File: src/lpr_pkg.sv
package lpr_pkg;

  // Default sizing of the list
  localparam int NUM_FRAMES_DEF   = 16;
  localparam int PAGE_ID_BITS_DEF = 20;

  // Fixed width of the resident count field in a result word
  localparam int COUNT_FIELD_BITS = 5;

  // Command selector carried on the input tuser
  typedef enum logic [1:0] {
    CMD_INSERT = 2'd0,
    CMD_TOUCH  = 2'd1,
    CMD_EVICT  = 2'd2,
    CMD_TICK   = 2'd3
  } cmd_t;

  // Result status carried on the output tuser
  typedef enum logic [1:0] {
    STAT_OK     = 2'd0,
    STAT_EMPTY  = 2'd1,
    STAT_FULL   = 2'd2,
    STAT_ABSENT = 2'd3
  } status_t;

  // Sequencer states
  typedef enum logic [2:0] {
    ST_IDLE,
    ST_EXEC,
    ST_EVWAIT,
    ST_SCAN,
    ST_RESP
  } state_t;

endpackage

File: src/lpr_ram.sv
module lpr_ram #(
  parameter int WIDTH = 8,
  parameter int DEPTH = 16
) (
  input  logic                     clk,
  input  logic                     we,
  input  logic [$clog2(DEPTH)-1:0] waddr,
  input  logic [WIDTH-1:0]         wdata,
  input  logic                     re,
  input  logic [$clog2(DEPTH)-1:0] raddr,
  output logic [WIDTH-1:0]         rdata
);

  logic [WIDTH-1:0] mem [DEPTH];
  logic [WIDTH-1:0] rdata_r;

  // Write one entry, register one read
  always_ff @(posedge clk) begin
    if (we) begin
      mem[waddr] <= wdata;
    end
    if (re) begin
      rdata_r <= mem[raddr];
    end
  end

  assign rdata = rdata_r;

endmodule

File: src/lru_page_replacement_list.sv
// LRU page-replacement list with visited marks.
// Input channel in_*: one word is one command. in_tuser carries the command
// (insert, touch, evict, tick) and in_tdata the page id for insert and touch.
// Output channel out_*: exactly one result word per command, in order.
// out_tuser gives the victim flag and the status, out_tdata the victim page
// and the number of resident pages after the command.
// Commands are handled one at a time. An insert passes through ST_EXEC and
// ST_RESP; an evict reads its victim in ST_EXEC and takes it in ST_EVWAIT;
// touch and tick walk the resident pages in ST_SCAN. An evict, touch or tick
// on an empty list and a dropped insert go from ST_EXEC straight to ST_RESP.
// The next command is accepted once the sequencer returns to ST_IDLE, when
// its result is loaded into the output register. Touch and tick step through
// the list in one RAM read and at most one RAM write per cycle; the list sits
// in a ping-pong pair of RAM banks, tick rebuilding it into the other bank.
// A finished result is held in an output register, so the next command is
// accepted while it waits; a further result waits in the sequencer until the
// receiver takes the held word.
// Reset empties the list; no clearing pass is needed and the block accepts
// a command in the first cycle after reset.
module lru_page_replacement_list #(
  parameter int NUM_FRAMES   = lpr_pkg::NUM_FRAMES_DEF,
  parameter int PAGE_ID_BITS = lpr_pkg::PAGE_ID_BITS_DEF,
  localparam int IN_W  = ((PAGE_ID_BITS + 7) / 8) * 8,
  localparam int OUT_W = ((PAGE_ID_BITS + lpr_pkg::COUNT_FIELD_BITS + 7) / 8) * 8
) (
  input  logic             clk,
  input  logic             rst_n,
  input  logic             in_tvalid,
  output logic             in_tready,
  input  logic [IN_W-1:0]  in_tdata,   // page_id
  input  logic [1:0]       in_tuser,   // cmd
  output logic             out_tvalid,
  input  logic             out_tready,
  output logic [OUT_W-1:0] out_tdata,  // victim_page, resident_count
  output logic [2:0]       out_tuser   // victim_valid, status
);

  localparam int IW = $clog2(NUM_FRAMES);
  localparam int CW = $clog2(NUM_FRAMES + 1);
  localparam int AW = $clog2(2 * NUM_FRAMES);
  localparam int P  = PAGE_ID_BITS;

  // Map a list position to its slot in the circular bank
  function automatic logic [IW-1:0] slot_of(input logic [IW-1:0] head,
                                            input logic [IW-1:0] pos);
    logic [IW:0] sum;
    sum = {1'b0, head} + {1'b0, pos};
    if (sum >= (IW+1)'(NUM_FRAMES)) begin
      sum = sum - (IW+1)'(NUM_FRAMES);
    end
    return sum[IW-1:0];
  endfunction

  // Step a slot back by one with wrap
  function automatic logic [IW-1:0] slot_dec(input logic [IW-1:0] s);
    return (s == '0) ? IW'(NUM_FRAMES - 1) : s - 1'b1;
  endfunction

  // RAM address of a slot in a bank
  function automatic logic [AW-1:0] ram_addr(input logic bank,
                                             input logic [IW-1:0] s);
    return AW'(s) + (bank ? AW'(NUM_FRAMES) : AW'(0));
  endfunction

  lpr_pkg::state_t  state_r, state_nxt;
  lpr_pkg::cmd_t    cmd_r;
  logic [P-1:0]     page_r;
  logic [IW-1:0]    head_r, head_nxt;
  logic             bank_r, bank_nxt;
  logic [CW-1:0]    count_r, count_nxt;
  logic [CW-1:0]    rd_i_r, rd_i_nxt;
  logic             pend_r, pend_nxt;
  logic [AW-1:0]    pend_addr_r, pend_addr_nxt;
  logic [IW-1:0]    front_r, front_nxt;
  logic [IW-1:0]    back_r, back_nxt;
  logic             found_r, found_nxt;

  // Result staging and output register
  logic             res_vvalid_r, res_vvalid_nxt;
  logic [P-1:0]     res_page_r, res_page_nxt;
  lpr_pkg::status_t res_status_r, res_status_nxt;
  logic             out_valid_r, out_valid_nxt;
  logic             out_vvalid_r;
  logic [P-1:0]     out_page_r;
  lpr_pkg::status_t out_status_r;
  logic [lpr_pkg::COUNT_FIELD_BITS-1:0] out_count_r;
  logic             out_load;

  // RAM port
  logic             ram_we, ram_re;
  logic [AW-1:0]    ram_waddr, ram_raddr;
  logic [P:0]       ram_wdata, ram_rdata;
  logic             rd_mark;
  logic [P-1:0]     rd_page;
  logic [CW-1:0]    last_pos;
  logic             accept;

  assign rd_mark  = ram_rdata[P];
  assign rd_page  = ram_rdata[P-1:0];
  assign last_pos = count_r - 1'b1;
  assign accept   = in_tvalid && in_tready;

  lpr_ram #(
    .WIDTH (P + 1),
    .DEPTH (2 * NUM_FRAMES)
  ) u_ram (
    .clk   (clk),
    .we    (ram_we),
    .waddr (ram_waddr),
    .wdata (ram_wdata),
    .re    (ram_re),
    .raddr (ram_raddr),
    .rdata (ram_rdata)
  );

  // Hold control state
  always_ff @(posedge clk) begin
    if (!rst_n) begin
      state_r     <= lpr_pkg::ST_IDLE;
      count_r     <= '0;
      head_r      <= '0;
      bank_r      <= 1'b0;
      out_valid_r <= 1'b0;
      pend_r      <= 1'b0;
    end else begin
      state_r     <= state_nxt;
      count_r     <= count_nxt;
      head_r      <= head_nxt;
      bank_r      <= bank_nxt;
      out_valid_r <= out_valid_nxt;
      pend_r      <= pend_nxt;
    end
  end

  // Hold payload and walk registers
  always_ff @(posedge clk) begin
    if (accept) begin
      cmd_r  <= lpr_pkg::cmd_t'(in_tuser);
      page_r <= in_tdata[P-1:0];
    end
    rd_i_r       <= rd_i_nxt;
    pend_addr_r  <= pend_addr_nxt;
    front_r      <= front_nxt;
    back_r       <= back_nxt;
    found_r      <= found_nxt;
    res_vvalid_r <= res_vvalid_nxt;
    res_page_r   <= res_page_nxt;
    res_status_r <= res_status_nxt;
    if (out_load) begin
      out_vvalid_r <= res_vvalid_r;
      out_page_r   <= res_page_r;
      out_status_r <= res_status_r;
      out_count_r  <= lpr_pkg::COUNT_FIELD_BITS'(count_r);
    end
  end

  // Sequence each command through the RAM
  always_comb begin
    state_nxt      = state_r;
    count_nxt      = count_r;
    head_nxt       = head_r;
    bank_nxt       = bank_r;
    rd_i_nxt       = rd_i_r;
    pend_nxt       = 1'b0;
    pend_addr_nxt  = pend_addr_r;
    front_nxt      = front_r;
    back_nxt       = back_r;
    found_nxt      = found_r;
    res_vvalid_nxt = res_vvalid_r;
    res_page_nxt   = res_page_r;
    res_status_nxt = res_status_r;
    ram_we         = 1'b0;
    ram_waddr      = '0;
    ram_wdata      = '0;
    ram_re         = 1'b0;
    ram_raddr      = '0;
    out_load       = 1'b0;
    in_tready      = 1'b0;

    case (state_r)
      lpr_pkg::ST_IDLE: begin
        in_tready = 1'b1;
        if (in_tvalid) begin
          state_nxt = lpr_pkg::ST_EXEC;
        end
      end

      lpr_pkg::ST_EXEC: begin
        res_vvalid_nxt = 1'b0;
        res_page_nxt   = '0;
        res_status_nxt = lpr_pkg::STAT_OK;
        rd_i_nxt       = '0;
        front_nxt      = '0;
        back_nxt       = '0;
        found_nxt      = 1'b0;
        state_nxt      = lpr_pkg::ST_RESP;
        case (cmd_r)
          lpr_pkg::CMD_INSERT: begin
            if (count_r == CW'(NUM_FRAMES)) begin
              res_status_nxt = lpr_pkg::STAT_FULL;
            end else begin
              // Push at the most-recent end with the mark set
              head_nxt  = slot_dec(head_r);
              ram_we    = 1'b1;
              ram_waddr = ram_addr(bank_r, slot_dec(head_r));
              ram_wdata = {1'b1, page_r};
              count_nxt = count_r + 1'b1;
            end
          end
          lpr_pkg::CMD_EVICT: begin
            if (count_r == '0) begin
              res_status_nxt = lpr_pkg::STAT_EMPTY;
            end else begin
              // Fetch the least-recent entry and drop it
              ram_re    = 1'b1;
              ram_raddr = ram_addr(bank_r, slot_of(head_r, last_pos[IW-1:0]));
              count_nxt = last_pos;
              state_nxt = lpr_pkg::ST_EVWAIT;
            end
          end
          lpr_pkg::CMD_TOUCH: begin
            if (count_r == '0) begin
              res_status_nxt = lpr_pkg::STAT_ABSENT;
            end else begin
              state_nxt = lpr_pkg::ST_SCAN;
            end
          end
          lpr_pkg::CMD_TICK: begin
            if (count_r != '0) begin
              state_nxt = lpr_pkg::ST_SCAN;
            end
          end
          default: begin
            state_nxt = lpr_pkg::ST_RESP;
          end
        endcase
      end

      lpr_pkg::ST_EVWAIT: begin
        res_vvalid_nxt = 1'b1;
        res_page_nxt   = rd_page;
        state_nxt      = lpr_pkg::ST_RESP;
      end

      lpr_pkg::ST_SCAN: begin
        // Issue the next read while the previous one comes back
        if (rd_i_r != count_r) begin
          ram_re        = 1'b1;
          ram_raddr     = ram_addr(bank_r, slot_of(head_r, rd_i_r[IW-1:0]));
          pend_addr_nxt = ram_raddr;
          rd_i_nxt      = rd_i_r + 1'b1;
          pend_nxt      = 1'b1;
        end
        if (pend_r) begin
          if (cmd_r == lpr_pkg::CMD_TOUCH) begin
            // Set the mark on every matching entry in place
            if (rd_page == page_r) begin
              ram_we    = 1'b1;
              ram_waddr = pend_addr_r;
              ram_wdata = {1'b1, rd_page};
              found_nxt = 1'b1;
            end
          end else begin
            // Rebuild into the other bank: visited to the front, others to the back
            ram_we    = 1'b1;
            ram_wdata = {1'b0, rd_page};
            if (rd_mark) begin
              front_nxt = slot_dec(front_r);
              ram_waddr = ram_addr(!bank_r, slot_dec(front_r));
            end else begin
              back_nxt  = back_r + 1'b1;
              ram_waddr = ram_addr(!bank_r, back_r);
            end
          end
        end
        if (rd_i_r == count_r) begin
          state_nxt = lpr_pkg::ST_RESP;
          if (cmd_r == lpr_pkg::CMD_TOUCH) begin
            res_status_nxt = found_nxt ? lpr_pkg::STAT_OK : lpr_pkg::STAT_ABSENT;
          end else begin
            bank_nxt = !bank_r;
            head_nxt = front_nxt;
          end
        end
      end

      lpr_pkg::ST_RESP: begin
        if (!out_valid_r || out_tready) begin
          out_load  = 1'b1;
          state_nxt = lpr_pkg::ST_IDLE;
        end
      end

      default: begin
        state_nxt = lpr_pkg::ST_IDLE;
      end
    endcase
  end

  // Advance the output register
  always_comb begin
    out_valid_nxt = out_valid_r;
    if (out_load) begin
      out_valid_nxt = 1'b1;
    end else if (out_tready) begin
      out_valid_nxt = 1'b0;
    end
  end

  assign out_tvalid = out_valid_r;
  assign out_tdata  = OUT_W'({out_count_r, out_page_r});
  assign out_tuser  = {out_status_r, out_vvalid_r};

endmodule

File: config.mk
export PLATFORM = sky130hd
export DESIGN_NAME = lru_page_replacement_list
export DESIGN_NICKNAME = d
export VERILOG_FILES = /design/src/lpr_pkg.sv /design/src/lpr_ram.sv /design/src/lru_page_replacement_list.sv
export SDC_FILE = /design/constraint.sdc
export NUM_CORES = 1
export LEC_CHECK = 0
export ABC_AREA = 1
export BUFFER_PORTS_ARGS = -buffer_cell sky130_fd_sc_hd__buf_2
export CAP_MARGIN = 20
export CORE_ASPECT_RATIO = 1.1
export CORE_MARGIN = 2
export CORE_UTILIZATION = 45
export CTS_BUF_LIST = sky130_fd_sc_hd__clkbuf_8
export CTS_CLUSTER_SIZE = 12
export DETAILED_ROUTE_END_ITERATION = 10
export GPL_ROUTABILITY_DRIVEN = 0
export PLACE_DENSITY = 0.61
export SETUP_SLACK_MARGIN = 0.15
export SYNTH_ARGS = -nofsm -noshare
export SYNTH_HDL_FRONTEND = slang
export SYNTH_SLANG_ARGS = --single-unit
export TNS_END_PERCENT = 50
File: constraint.sdc
create_clock -name clk -period 3.8 [get_ports clk]
set_clock_uncertainty 0.15 [all_clocks]
set_input_delay 1.14 -clock clk [delete_from_list [all_inputs] [get_ports clk]]
set_output_delay 1.14 -clock clk [all_outputs]
set_load 0.005 [all_outputs]
## Word-level counts from Yosys, hierarchy flattened

Memory sizes are Yosys's and may differ from the RTL's. A register that Yosys moved wholly into a read port is not among the register bits.
Index checks and enable logic that the tools add are counted.

- Register bits after elaboration: 107
- Memory bits (writable): 672
- Input bits: 30
- Output and inout port bits: 37
- Word-level logic and storage cells: 171
- Memories kept: 1

- $add $sub $neg: 15
- Order comparisons: 2
- Equal/unequal tests: 23
- Multiplexer cells: 86
- Bitwise gates (word level): 1
- Reductions and logical operators: 23

Memories:

| memory | depth | width | read ports | clocked after Yosys merged registers in | wr ports | line | source |
|---|---|---|---|---|---|---|---|
| u_ram.mem | 32 | 21 | 1 | 1 | 1 | lpr_ram.sv:14 | `logic [WIDTH-1:0] mem [DEPTH];` |

Operators by type and width:

| kind | number |
|---|---|
| $mux 21 | 5 |
| $mux 4 | 19 |
| $mux 5 | 14 |
| $pmux 21 s2 | 1 |
| $pmux 20 s2 | 1 |
| $pmux 5 s2 | 4 |
| $add 4x5->5 | 5 |
| $pmux 4 s2 | 3 |
| $ne 2x2->1 const B | 11 |
| $eq 20x20->1 | 1 |
| $mux 1 | 20 |
| $mux 3 | 6 |
| $sub 4x1->4 const B | 4 |
| $pmux 3 s5 | 1 |
| $add 4x4->5 | 2 |
| $add 5x1->5 const B | 2 |
| $ge 5x5->1 const B | 2 |
| $mux 2 | 5 |
| $pmux 3 s3 | 1 |
| $reduce_and 3->1 | 3 |
| $logic_not 4->1 | 2 |
| $pmux 1 s2 | 4 |
| $reduce_and 4->1 | 2 |
| $reduce_bool 2->1 | 4 |
| other kinds (23) | 28 |

## Longest topological paths before layout

Gate-level depths: netlist of run 1.

- Depth in word-level cells: 11
- Depth in mapped cells: 18
- Gate-level depth less buffers: 16

## By module

Synthesis of run 1 repeated with hierarchy kept, for this count alone.

- Cell total of the unflattened synthesis: 2913
- Area, all modules: 33173.1 µm²

Modules (own cells, without submodules):

| module | times used | cells each | area an instance (µm²) | sequential area each (µm²) |
|---|---|---|---|---|
| lpr_ram | 1 | 2338 | 27777.9 | 20810.0 |
| lru_page_replacement_list | 1 | 575 | 5395.2 | 3062.9 |

## Least setup slack after synthesis of run 1

No wires, ideal clock.

- Path type: register to register
- Start: register state_r[2]
- End: memory u_ram.mem[0][7] (netlist bit), data pin
- Library setup time: 0.454 ns
- Arrival: 2.759 ns
- Data required time: 3.196 ns
- Path slack: 0.437 ns
- Cell stages (with the launch flop): 9
- Buffers on the path: 1
- Period minus slack after synthesis: 3.363 ns
- Cell sequence: dfxtp_1 > nor2_1 > inv_1 > nor2_2 > inv_2 > nor2_1 > nand2_1 > clkbuf_1 > o21ai_0

- Longest elaborated chain between the ends: 2
- Elaborated cells between the ends (all ways): 3
- Those cells by class: eq/ne: 2; mux: 1

Ends and longest elaborated chain:

| element | line | source |
|---|---|---|
| from (decl) | lru_page_replacement_list.sv:65 | `lpr_pkg::state_t state_r, state_nxt;` |
| from (signal assigned) | lru_page_replacement_list.sv:119 | `state_r <= lpr_pkg::ST_IDLE;` |
| from (signal assigned) | lru_page_replacement_list.sv:126 | `state_r <= state_nxt;` |
| $eq 3x2->1 / $eq 3x1->1 (equally long branches) | lru_page_replacement_list.sv:180 | `case (state_r)` |
| $pmux 21 s2 * | lru_page_replacement_list.sv:180 |  |
| named net ram_wdata[7] | lru_page_replacement_list.sv:92 | `logic [P:0] ram_wdata, ram_rdata;` |
| to (decl) | lpr_ram.sv:14 |  |

Mark *: on every way through the listed nets, which the timed path passes. The rest lies on a longest branch.

## Final worst setup path of run 1

- Start: register count_r[0]
- End: register u_ram.rdata_r[3], in the netlist u_ram.rdata[3] (read register of u_ram.mem), data pin

- Longest elaborated chain between the ends: 11
- Elaborated cells between the ends (all ways): 19
- Those cells by class: add/sub: 4; order compare: 1; eq/ne: 1; mux: 12; reduce/logical: 1

Ends and longest elaborated chain:

| element | line | source |
|---|---|---|
| from (decl) | lru_page_replacement_list.sv:70 | `logic [CW-1:0] count_r, count_nxt;` |
| from (signal assigned) | lru_page_replacement_list.sv:127 | `count_r <= count_nxt;` |
| $sub 5x1->5 | lru_page_replacement_list.sv:100 | `assign last_pos = count_r - 1'b1;` |
| $add 4x4->5 | lru_page_replacement_list.sv:47 | `sum = {1'b0, head} + {1'b0, pos};` |
| $sub 4x1->4 / $ge 5x5->1 (equally long branches) | lru_page_replacement_list.sv:49, lru_page_replacement_list.sv:48 |  |
| $mux 4 | lru_page_replacement_list.sv:48 | `if (sum >= (IW+1)'(NUM_FRAMES)) begin` |
| $mux 4 | lru_page_replacement_list.sv:211 | `if (count_r == '0) begin` |
| $mux 4 | lru_page_replacement_list.sv:197 | `case (cmd_r)` |
| $mux 4 | lru_page_replacement_list.sv:180 |  |
| $add 4x5->5 | lru_page_replacement_list.sv:62 | `return AW'(s) + (bank ? AW'(NUM_FRAMES) : AW'(0));` |
| $mux 5 | lru_page_replacement_list.sv:211 |  |
| $mux 5 | lru_page_replacement_list.sv:197 |  |
| $pmux 5 s2 | lru_page_replacement_list.sv:180 |  |
| to (decl) | lpr_ram.sv:15 | `logic [WIDTH-1:0] rdata_r;` |

Several ways; a longest one is shown, not always the timed one. The select of a mux whose other input is x is not followed.
A chain may end at the register's enable or synchronous reset.

==> impl_metrics.yaml, run 1 <==
cts:
  cts_buffers: 132
  clkLatencyLatePin_ns: 0.78
  path_clk_slew_ns: 0.06
  htreeDepth: 4
  cts_max_path_buffers: 3
  tritoncts: "built"
  cts_sinks: 800
  cts_root_buffer: "clkbuf_8"
synthesis:
  synth_common_cells: "edfxtp_1 (785), nand3_1 (738), nand2_1 (675)"
  synth-seq-cells: 800
  syn_inst: 3302
  avgSynthCellArea_um2: 10.7
  synth.most_common_cell: "edfxtp_1"
  synth_area_leaders: "edfxtp_1 (67%), nand3_1 (10%), nand2_1 (7.1%)"
  syn_area_um2: 35400
  yosys.area.top_type_share: 0.665
  async_flop_share: 0
  yosysTopAreaCell: "edfxtp_1"
  synthFlopType: "edfxtp_1"
  synth.distinct_cells: 37
  synth_edf_count: 785
  seq_area_frac_synth: 0.674
  ys_warn_count: 0
sta:
  rsz0062_at_grt: "true"
  final-hold-violation-count: 0
  finalSetupTns_ns: 0
  maxSlewViolCount: 0
  fin_crit_sh: 0.912
  setup_viol: 0
  slew_headroom: 0.467
  fmax_mhz: 288
  period_minus_slack_ns: 3.47
  worst_pin_slew_ns: 0.797
floorplanning:
  num_rows: 107
  core_um2: 77800
  fp.dieArea_um2: 81000
  die_w_um: 272
  die_h_um: 298
  io_pins: 67
  initial_core_util: 0.456
finish:
  finalNonFillerCells: 4548
  syn2layout_area_growth_pct: 13.2
  nFillCells: 6748
  drive_gt1_frac: 0.115
  nets: 3462
worst_setup_path:
  cp.required_ns: 4.28
  critical_path_class: "reg2reg"
  cp.arrival_ns: 3.95
  end_kind: "flop"
  crit_fanout: 92
  critPathLaunchType: "flop"
grt:
  grt.overflow.total: 0
  grt_pass1_wl_mm: 133
  antenna_found_initial: 1
  grt_max_degree: 99
  grt_usage: 0.213
  grt_pass1_vias: 22800
placement:
  dp_hpwl_mm: 48.3
  numPortBuffers: 55
  dpl.cell_count: 4312
routing:
  wire_per_inst_um: 19.1
  drtPass1Iterations: 5
  via_count: 23800
  drtIter0Drc: 2246
  viasPerCell: 5.23
  wl_mm: 86.6
  drtAntennaViolNets: 0
  drc: 0
power_and_ir_drop:
  p_leak_nw: 16.2
  p_per_area_nw_per_um2: 468
  irDropWorstVdd_uv: 323
run:
  max-cap-violations: 0
hold_path:
  hp-class: "reg2reg"
run_status:
  outcome: "finished, final reports clean"
[cell usage in the layout (no fill, tap or decap), types with 3 or more instances in the layout]
cell type / instances
nor2_1: 71
edfxtp_1: 785
buf_12: 38
ha_1: 13
a31oi_1: 3
xnor2_1: 16
o21ai_2: 12
a21oi_1: 28
o21ai_0: 21
dfxtp_1: 15
nand3b_1: 148
nor3_1: 7
clkinvlp_4: 7
inv_1: 530
nor2_2: 34
inv_6: 4
nand2_2: 4
xor2_1: 11
clkinv_1: 27
nand3_1: 738
a211oi_1: 4
buf_4: 70
clkbuf_8: 138
clkinv_2: 7
nand2_1: 671
diode_2: 3
o22ai_2: 9
or2_2: 3
conb_1: 7
buf_2: 55
o211ai_1: 3
inv_2: 5
[critical path: stages (launching register included)]
cell and delay (ns):
dfxtp_1 0.41, inv_1 0.16, ha_1 0.25, nand3_1 0.16
inv_2 0.08, nor3_4 0.34, buf_4 0.19, nand2_1 0.08
nand2_4 0.15, buf_12 0.44, nand3_1 0.15, nand3_1 0.13
nand3_1 0.11, nand2_1 0.16, nand2_1 0.14, nand2_1 0.11
[final timing paths]
kind                       from        endpoint  slack, ns  depth (start not counted)
hold reg to reg   res_page_r[5]   out_page_r[5]       0.26                          0
setup / recovery     count_r[0]  u_ram.rdata[3]       0.33                         15
setup reg to reg     count_r[0]  u_ram.rdata[3]       0.33                         15
hold / removal    res_page_r[5]   out_page_r[5]       0.26                          0
[area by class of cell]
type | instances | area, um^2 | share of cell area
clock inverters | 89 | 443 | 0.0110
multi-input cells | 1821 | 9070 | 0.226
clock buffers | 138 | 1900 | 0.0473
inverters | 494 | 1860 | 0.0464
well taps | 1035 | 1290 | 0.0323
repair buffers | 168 | 1680 | 0.0418
flip-flops and latches | 800 | 23900 | 0.595
diodes | 3 | 7.51 | 0.000187
[where the power goes]
| group | switching (mW) | internal (mW) | total, mW |
|---|---|---|---|
| registers | 0.128 | 10.0 | 10.2 |
| clock network | 3.34 | 3.48 | 6.82 |
| logic | 1.25 | 0.557 | 1.80 |
| total | 4.71 | 14.1 | 18.8 |
[stage by stage]
stage	total power [mW]	area (um^2)	setup slack, ns	util	hold WS (ns)
6_report	18.8	40100	0.333	0.516	0.263
3_3_place_gp	12.1	37700	0.249	0.484	0.254
2_1_floorplan	11.5	35500	0.437	-	0.250
5_1_grt	19.5	40100	0.125	0.516	0.272
3_5_place_dp	12.1	37700	0.253	0.484	0.255
4_1_cts	18.9	40000	0.242	0.514	0.263
[state kept, by name (all words and copies together), names as in the netlist, 2 cells and up]
signal and cells:
back_r 4, cmd_r 2, count_r 5, front_r 4, head_r 4, out_count_r 5
out_page_r 20, out_status_r 2, page_r 20, pend_addr_r 5, rd_i_r 5, res_page_r 20
res_status_r 2, state_r 3, u_ram.mem 672, u_ram.rdata 21
[cell families after synthesis]
group | share of synthesized area
compound gates | 0.0133
xor+xnor | 0.00667
fa+ha+maj | 0.00572
buf+inv | 0.0787
flops | 0.674
other cells | 0.000106
simple gates | 0.222
[metal layers]
metal / share of wire / wire [um] / global-route usage
met4: 0.026 / 2220 / 0.0823
met3: 0.063 / 5430 / 0.0357
met1: 0.43 / 37200 / 0.283
met5: 0 / 0 / 0
met2: 0.48 / 41800 / 0.352
[timing repair]
item	4_1_cts	5_1_grt
resized for setup	0	6
setup endpoints to repair	0	169
hold buffers	0	0
buffers inserted	0	3
No activity file was read; power rests on OpenSTA's default activity.
==> inputs of run 2 (changes only) <==
CORE_MARGIN = default   (was 2)
SLEW_MARGIN = 15   (was default)
SYNTH_HIERARCHICAL = 1   (was default)
==> run 2 against run 1 <==
Compared with the run above:
- the flow now finishes with violations (design-rule violations)
- global-route usage shrank 0.17 points
- non-clock buffer count shrank 19
- fmax grew 2.6%
- clock power shrank 1%
- count of clock-buffer cells in the layout shrank 4
==> impl_metrics.yaml, run 2 <==
synthesis:
  synth_edf_count: 785
  yosys.area.top_type_share: 0.711
  synthFlopType: "edfxtp_1"
  synth.distinct_cells: 39
  syn_inst: 2913
  synth.most_common_cell: "nand2_1"
  synth_area_leaders: "edfxtp_1 (71%), nand2_1 (12%), nand3_1 (8.1%)"
  yosysTopAreaCell: "edfxtp_1"
  ys_warn_count: 6
  syn_area_um2: 33200
  synth-seq-cells: 800
  avgSynthCellArea_um2: 11.4
  synth_common_cells: "nand2_1 (1097), edfxtp_1 (785), nand3_1 (540)"
  seq_area_frac_synth: 0.720
  async_flop_share: 0
hold_path:
  hp-class: "reg2reg"
worst_setup_path:
  crit_fanout: 70
  cp.required_ns: 4.17
  critPathLaunchType: "flop"
  critical_path_class: "reg2reg"
  end_kind: "flop"
  cp.arrival_ns: 3.75
power_and_ir_drop:
  irDropWorstVdd_uv: 338
  p_leak_nw: 14.1
  p_per_area_nw_per_um2: 531
  p_total_mw: 19.9
finish:
  final_cell_mix: "nand2_1 (1096), edfxtp_1 (785), nand3_1 (540)"
  finalNonFillerCells: 4088
  regMostFlops: "u_ram/mem"
  syn2layout_area_growth_pct: 13.0
  drive_gt1_frac: 0.123
  largest_reg_flops: 672
  nets: 3083
  final_cell_area_um2: 37500
  final_common_cell: "nand2_1"
floorplanning:
  fp.dieArea_um2: 74800
  initial_core_util: 0.454
  core_um2: 73000
  die_h_um: 287
  io_pins: 67
  num_rows: 104
  die_w_um: 261
cts:
  cts_max_path_buffers: 3
  clkLatencyLatePin_ns: 0.78
  cts_buffers: 131
  path_clk_slew_ns: 0.06
  holdBufCountCts: 0
  cts_sinks: 800
  htreeDepth: 4
  cts_root_buffer: "clkbuf_8"
  tritoncts: "built"
placement:
  dpl.cell_count: 3857
  dp_hpwl_mm: 45.4
  postPlaceCellArea_um2: 35100
  pre_cts_slack_ns: 0.254
  numPortBuffers: 55
sta:
  fin_crit_sh: 0.890
  worst_pin_slew_ns: 0.866
  rsz0062_at_grt: "false"
  slew_headroom: 0.422
  maxSlewViolCount: 0
  finalSetupTns_ns: 0
  period_minus_slack_ns: 3.38
  final-hold-violation-count: 0
  fin_ws_ns: 0.419
  setup_viol: 0
  fmax_mhz: 296
grt:
  grt_pass1_vias: 21500
  grt_pass1_wl_mm: 121
  grt_max_degree: 144
  antenna_found_initial: 1
  grt_usage: 0.211
  grt.overflow.total: 0
routing:
  drc: 13
  via_count: 21700
  drtPass1Iterations: 10
  wire_per_inst_um: 19.2
  wl_mm: 78.4
  drtAntennaViolNets: 0
  viasPerCell: 5.30
  drtIter0Drc: 1895
run:
  max-cap-violations: 0
run_status:
  outcome: "complete, but fails checks"
  violations: "design-rule violations"
## run 2: changes by cell type after synthesis, moves of 9 or more
cell      previous run  this run
a21oi_1             28        15
nand3_1            738       540
nor2_1             104        94
o22ai_1             11         1
nand2_1            675      1097
inv_1              486        82
clkbuf_1            57        44
buf_2               94        84
buf_1               20        11
nand3b_1           148         0
## run 2: path summary, 6_finish.rpt
path	startpoint	end	slack (ns)	cells past startpoint
worst min-delay path	res_page_r[18]	out_page_r[18]	0.26	0
worst max register to register	count_r[0]	u_ram/rdata[3]	0.42	14
worst min register to register	res_page_r[18]	out_page_r[18]	0.26	0
worst max-delay path	count_r[0]	u_ram/rdata[3]	0.42	14
## run 2: cells by family (layout without fill, tap and decap cells)
kind of cell,Yosys count,count (layout),synth area share
xor+xnor,29,29,0.00766
fa+ha+maj,15,15,0.00611
other cells,1,8,0.000113
flops,800,800,0.720
buf+inv,252,466,0.0344
simple gates,1753,1753,0.222
compound gates,63,63,0.0106
## run 2: power breakdown
group          internal (mW)  switching [mW]  total (mW)
Clock                   3.42            3.33        6.75
Sequential              10.2           0.183        10.4
Combinational          0.804            1.92        2.73
Total                   14.5            5.44        19.9
## run 2: worst max-delay path: stages (launching register included)
cell and delay [ns]:
dfxtp_1 0.41, inv_1 0.15, ha_1 0.35, fa_1 0.56, o21ai_4 0.08, buf_4 0.21, inv_6 0.10, buf_12 0.30
nand3_1 0.13, nand3_1 0.12, nand2_1 0.12, nand2_1 0.09, nand2_1 0.07, nand2_1 0.14, nand2_1 0.08
## run 2: routing by layer
| metal | global-route usage | vias up | share of wire | wire [um] |
|---|---|---|---|---|
| li1 | - | 10300 | - | - |
| met5 | 0 | - | 0 | 0 |
| met4 | 0.0692 | 0 | 0.019 | 1470 |
| met2 | 0.358 | 746 | 0.49 | 38800 |
| met1 | 0.276 | 10500 | 0.42 | 33100 |
| met3 | 0.0350 | 122 | 0.065 | 5100 |
## run 2: final cells by class
class | instances | area [um^2]
Antenna cell | 1 | 2.50
Clock buffer | 134 | 1840
Clock inverter | 94 | 470
Fill cell | 6196 | 35500
Inverter | 89 | 355
Multi-Input combinational cell | 1867 | 8400
Sequential cell | 800 | 23900
Tap cell | 954 | 1190
Timing Repair Buffer | 149 | 1330
## run 2: repair_timing
action / 4_1_cts / 5_1_grt
endpoints found under the hold margin: 0 / 0
setup buffers: 0 / 1
setup endpoints to repair: 0 / 21
resized for setup: 0 / 6
## run 2: through the flow
| stage | hold slack (ns) | util |
|---|---|---|
| 6_report | 0.264 | 0.513 |
| 5_1_grt | 0.269 | 0.513 |
| 4_1_cts | 0.263 | 0.512 |
| 3_5_place_dp | 0.256 | 0.481 |
| 3_3_place_gp | 0.252 | 0.481 |
| 2_1_floorplan | 0.250 | - |
